File: src/sv/dbd_pkg.sv
// ============================================================================
// dbd_pkg
// Shared types, constants and the sigmoid table for the box decoder.
// ============================================================================
`default_nettype none

package dbd_pkg;

   // default sizes
   localparam int LIST_DEPTH_DEF   = 8;
   localparam int GRID_SIZE_DEF    = 16;
   localparam int ANCHOR_COUNT_DEF = 3;

   // stream widths
   localparam int REQ_DATA_W = 128;
   localparam int RSP_DATA_W = 104;

   // register indexes
   localparam logic [1:0] CSR_SCORE_CUTOFF = 2'd0;
   localparam logic [1:0] CSR_CELL_PIXELS  = 2'd1;
   localparam logic [1:0] CSR_IMAGE_MAX    = 2'd2;

   // reset values of the registers
   localparam logic [12:0] SCORE_CUTOFF_RST = 13'd2048;
   localparam logic [6:0]  CELL_PIXELS_RST  = 7'd16;
   localparam logic [11:0] IMAGE_MAX_RST    = 12'd255;

   // anchor sizes (half-extent scale), index 0..2
   localparam logic [2:0][6:0] ANCHOR_W = {7'd98, 7'd71, 7'd50};
   localparam logic [2:0][6:0] ANCHOR_H = {7'd91, 7'd74, 7'd50};

   // Q30 constants for the table build
   localparam logic [63:0] Q30_ONE      = 64'd1 << 30;
   localparam logic [63:0] EXP_STEP_Q30 = 64'd1057095000;

   typedef logic [255:0][12:0] sig_tab_type;

   // one list slot
   typedef struct packed {
      logic [12:0] class_b_prob;
      logic [12:0] class_a_prob;
      logic [12:0] score;
      logic [15:0] bottom;
      logic [15:0] right;
      logic [15:0] top;
      logic [15:0] left;
   } slot_type;

   // controller to datapath
   typedef struct packed {
      logic load;
      logic lkp_en;
      logic mul_en;
      logic box_en;
      logic ins_en;
      logic shift_en;
      logic shift_last;
   } dbd_cmd_type;

   // datapath to controller
   typedef struct packed {
      logic keep;
      logic out_free;
   } dbd_sts_type;

   // Q30 multiply by e^(-1/64), rounded
   function automatic logic [63:0] exp_mul(input logic [63:0] a);
      logic [63:0] prod;
      prod = a * EXP_STEP_Q30 + (64'd1 << 29);
      return prod >> 30;
   endfunction

   // Positive half of the sigmoid, built at elaboration.
   // Entry k holds sigmoid at x = (2k+1)/64, by bitwise long division.
   function automatic sig_tab_type build_sig_tab();
      sig_tab_type tab;
      logic [63:0] p;
      logic [63:0] den;
      logic [63:0] num;
      logic [63:0] quo;
      logic [63:0] rem;
      p = Q30_ONE;
      for (int k = 0; k < 256; k++) begin
         p = exp_mul(p);
         if (k > 0) begin
            p = exp_mul(p);
         end
         den = Q30_ONE + p;
         num = (64'd4096 << 30) + (den >> 1);
         quo = '0;
         rem = '0;
         for (int b = 63; b >= 0; b--) begin
            rem = {rem[62:0], num[b]};
            if (rem >= den) begin
               rem    = rem - den;
               quo[b] = 1'b1;
            end
         end
         tab[k] = quo[12:0];
      end
      return tab;
   endfunction

   localparam sig_tab_type SIG_TAB = build_sig_tab();

   // Q4.12 logit to Q0.12 probability
   function automatic logic [12:0] sig_lookup(input logic [15:0] raw);
      logic [8:0] idx;
      idx = {~raw[15], raw[14:7]};
      if (idx[8]) begin
         return SIG_TAB[idx[7:0]];
      end
      return 13'd4096 - SIG_TAB[~idx[7:0]];
   endfunction

endpackage

`default_nettype wire

File: src/sv/dbd_ctrl.sv
// ============================================================================
// dbd_ctrl
// Sequencer: steps a prediction through lookup, multiply, box and insert,
// or streams the list out on a drain request.
// ============================================================================
`default_nettype none

module dbd_ctrl #(
   parameter int LIST_DEPTH = dbd_pkg::LIST_DEPTH_DEF
) (
   input  wire                  clock,
   input  wire                  reset,
   input  wire                  req_tvalid,
   output logic                 req_tready,
   input  wire                  req_tuser,
   input  dbd_pkg::dbd_sts_type sts,
   output dbd_pkg::dbd_cmd_type cmd
);

   localparam int CNT_W = (LIST_DEPTH > 1) ? $clog2(LIST_DEPTH) : 1;

   localparam logic [2:0] S_IDLE  = 3'd0;
   localparam logic [2:0] S_LKP   = 3'd1;
   localparam logic [2:0] S_MUL   = 3'd2;
   localparam logic [2:0] S_BOX   = 3'd3;
   localparam logic [2:0] S_INS   = 3'd4;
   localparam logic [2:0] S_DRAIN = 3'd5;

   logic [2:0]       state_ff, state_in;
   logic [CNT_W-1:0] cnt_ff, cnt_in;
   logic             cnt_last;

   assign cnt_last   = (cnt_ff == CNT_W'(LIST_DEPTH - 1));
   assign req_tready = (state_ff == S_IDLE);

   // next state and commands
   always_comb begin
      state_in = state_ff;
      cnt_in   = cnt_ff;
      cmd      = '0;
      case (state_ff)
         S_IDLE: begin
            if (req_tvalid) begin
               cmd.load = 1'b1;
               cnt_in   = '0;
               state_in = req_tuser ? S_DRAIN : S_LKP;
            end
         end
         S_LKP: begin
            cmd.lkp_en = 1'b1;
            state_in   = S_MUL;
         end
         S_MUL: begin
            cmd.mul_en = 1'b1;
            state_in   = S_BOX;
         end
         S_BOX: begin
            cmd.box_en = 1'b1;
            state_in   = S_INS;
         end
         S_INS: begin
            cmd.ins_en = sts.keep;
            state_in   = S_IDLE;
         end
         S_DRAIN: begin
            if (sts.out_free) begin
               cmd.shift_en   = 1'b1;
               cmd.shift_last = cnt_last;
               cnt_in         = cnt_ff + CNT_W'(1);
               if (cnt_last) begin
                  state_in = S_IDLE;
               end
            end
         end
         default: begin
            state_in = S_IDLE;
         end
      endcase
   end

   always_ff @(posedge clock) begin
      if (reset) begin
         state_ff <= S_IDLE;
         cnt_ff   <= '0;
      end else begin
         state_ff <= state_in;
         cnt_ff   <= cnt_in;
      end
   end

endmodule

`default_nettype wire

File: config.mk
export PLATFORM = sky130hd
export DESIGN_NAME = dbd_ctrl
export DESIGN_NICKNAME = d
export VERILOG_FILES = /design/src/sv/dbd_pkg.sv /design/src/sv/dbd_ctrl.sv
export SDC_FILE = /design/constraint.sdc
export NUM_CORES = 1
export LEC_CHECK = 0
export ABC_CLOCK_PERIOD_IN_PS = 2500
export BUFFER_PORTS_ARGS = -buffer_cell sky130_fd_sc_hd__buf_2
export CAP_MARGIN = 25
export CORE_AREA = 2 2 39 41
export CTS_BUF_LIST = sky130_fd_sc_hd__clkbuf_4 sky130_fd_sc_hd__clkbuf_8
export CTS_CLUSTER_SIZE = 40
export DETAILED_ROUTE_END_ITERATION = 10
export DIE_AREA = 0 0 41 43
export PLACE_DENSITY = 0.5
export SLEW_MARGIN = 20
export SYNTH_ARGS = -nofsm -noshare
export SYNTH_HDL_FRONTEND = slang
export SYNTH_SLANG_ARGS = --single-unit
File: constraint.sdc
create_clock -name clock -period 2.5 [get_ports clock]
set_input_delay 0.375 -clock clock [delete_from_list [all_inputs] [get_ports clock]]
set_output_delay 0.375 -clock clock [all_outputs]
set_load 0.01 [all_outputs]
==> results.yml <==
status:
  outcome: "finished, final reports clean"
timing:
  max_slew.worst_pin.slew_ns: 0.350
  setup_viol: 0
  finalCritPeriodShare_pct: 68.4
  slew_violations: 0
  slew_headroom_pct: 76.6
  fin_skew_ns: 0.00115
  min_period_ns: 1.71
  rsz0062_at_grt: "false"
  finalHoldViolations: 0
  finalSetupTns_ns: 0
  fin_ws_ns: 0.791
  fmax_ghz: 0.585
  whs_ns: 0.371
clocking:
  cts_tree: "yes"
  cts_buffer_depth: 2
  ctsResizeCount: 0
  numCtsBuffers: 3
  cts_setup_buffers: 0
  clock_sinks: 6
  clkLatencyLatePin_ns: 0.23
  htree_levels: 1
  cts.reportedPaths.clkPinSlew_ns: 0.04
  cts-root-buf: "clkbuf_4"
  cts_hold_buf: 0
grt:
  gr-total-overflow: 0
  grtUsageTotal_pct: 8.17
  antenna_found_initial: 0
  grt_max_degree: 11
  grt_pass1_wl_um: 966
  grt_pass1_vias: 255
worst_setup_path:
  reg2regPathDepth: 3
  rrSetupSlack_ns: 1.16
  start_kind: "flip-flop"
  path_class: "flip-flop to output pin"
  crit_start: "state_ff[1]"
  regToRegEndpoint: "cnt_ff[0]"
  endpoint_kind: "output pin"
  arrival_ns: 1.33
  cp_data_required_time_ns: 2.12
  r2r_start: "state_ff[1]"
  slowest_stage: "dfxtp_1"
  max_stage_delay_ns: 0.52
  cp_max_fo: 10
  cp_cell_sequence: "and4b_4, and2_2, buf_2"
routing:
  drt_first_pass_iters: 2
  ant_nets: 0
  dr_wl_met3_um: 37
  drtIter0Drc: 5
  routedLengthMet1_um: 318
  routed_wl_um: 642
  vias: 284
  wl_per_cell_um: 9.88
  highest_layer: "met3"
  drc_errors: 0
  viasPerCell: 4.37
  route.met2.wl_um: 285
flow_run:
  cap_violations: 0
cells_and_area:
  drive_gt1_share_pct: 51.0
  nFillCells: 148
  fin_cells: 65
  final_cell_mix: "buf_2, dfxtp_1, and2_2, nor2_1, clkbuf_4"
  area_growth_pct: 19.5
  finalNetCount: 59
  antennaDiodeCount: 0
  final_common_cell: "buf_2"
floorplanning:
  dieArea_mm2: 0.00176
  initial_core_util_pct: 27.3
  rows: 14
  fp.dieH_um: 43
  ios: 14
  fp.coreArea_mm2: 0.00138
  die_w_um: 41
power:
  power_frac_seq_pct: 45.7
  p_switching_uw: 69.9
  p_comb_share_pct: 22.3
  clkPwrFrac_pct: 32.0
  internal_power_uw: 187
  vdd_ir_drop_max_mv: 0.341
  switching_share_pct: 27.2
  total_leakage_power_uw: 0.000218
  power.density_mw_per_mm2: 568
synthesis:
  syn_area_um2: 378
  ys_ff_latch: 6
  synth.distinct_cells: 23
  syn_nets: 44
  synthCells: 36
  ys_warn_count: 0
  synth_area_per_cell_um2: 10.5
  yosysSeqAreaShare_pct: 31.8
worst_hold_path:
  hold_path_class: "input pin to flip-flop"
  min_to: "state_ff[0]"
  whs_path_depth: 2
  hp-start: "reset"
placement:
  io_buffers: 13
  dp_hpwl_um: 530
  gp_congestion: 0.583
  dp_slack_ns: 1.04
  dpl.cell_count: 62
## through the flow
step                      area, um^2  util, %  power, uW
final                            452     32.6        257
after global routing             452     32.6        279
after CTS                        452     32.6        264
after detailed placement         429     31.0        178
after global placement           429     31.0        177
after floorplan                  378        -        166
## cells by family (layout without fill, tap and decap cells)
| logic type | after synthesis | in the layout | share of synthesized area, % |
|---|---|---|---|
| muxes | 1 | 1 | 3.97 |
| adders and majority gates | 2 | 2 | 6.62 |
| buffers and inverters | 3 | 16 | 8.94 |
| AOI/OAI and AO/OA | 7 | 7 | 12.9 |
| DFF | 6 | 6 | 31.8 |
| xor gates and xnor gates | 1 | 1 | 2.32 |
| and+or+nand+nor | 16 | 16 | 33.4 |
## state kept, by name, summed over array words and instances (netlist names)
register / cells
state_ff: 3
cnt_ff: 3
## cell type report
cell class	instances	area, um^2	area share (%)
flip-flops and latches	6	120	26.6
well taps	16	20.0	4.43
multi-input cells	27	224	49.6
repair buffers	13	65.1	14.4
clock buffers	3	22.5	4.99
## routing by layer
layer	up-vias	global-route usage (%)
met1	120	9.12
li1	156	-
met5	-	0
met3	0	4.71
met4	0	4.00
met2	8	11.9
## Yosys cell counts, drive strengths merged
| master | instances | area [um^2] |
|---|---|---|
| ha | 2 | 25.0 |
| nor3b | 1 | 7.51 |
| a31oi | 1 | 6.26 |
| o22ai | 1 | 6.26 |
| nor2 | 3 | 11.3 |
| and4b | 1 | 13.8 |
| buf | 3 | 33.8 |
| or2 | 1 | 6.26 |
| nor4b | 1 | 23.8 |
| nand2 | 1 | 3.75 |
| a21oi | 1 | 5.00 |
| and3 | 1 | 6.26 |
| a22o | 2 | 17.5 |
| mux2 | 1 | 15.0 |
| xnor2 | 1 | 8.76 |
| dfxtp | 6 | 120 |
| a211o | 1 | 8.76 |
| and2 | 3 | 22.5 |
| nor2b | 1 | 6.26 |
| o21ai | 1 | 5.00 |
| and2b | 1 | 10.0 |
| nor3 | 2 | 15.0 |
## worst max path at each step
| stage | to | slack, ns | cells past startpoint |
|---|---|---|---|
| floorplan | cmd[0] | 1.19 | 3 |
| global placement | cmd[0] | 1.05 | 3 |
| detailed placement | cmd[0] | 1.04 | 3 |
| CTS | cmd[0] | 0.78 | 3 |
| global route | cmd[0] | 0.72 | 3 |
| finish | cmd[0] | 0.79 | 3 |
## worst max-delay path: cells and delay by family (launching register included)
kind	cells	cell delay (ns)
DFF	1	0.52
and+or+nand+nor	2	0.45
buffers and inverters	1	0.13
## power by group through the flow
stage          Clock (uW)  Sequential (uW)  Combinational (uW)
2_1_floorplan           0              106                60.5
3_3_place_gp            0              119                58.0
3_5_place_dp            0              119                58.2
4_1_cts              88.0              118                58.4
5_1_grt              97.4              118                63.2
6_report             82.0              117                57.3
No activity file was read; power rests on OpenSTA's default activity.
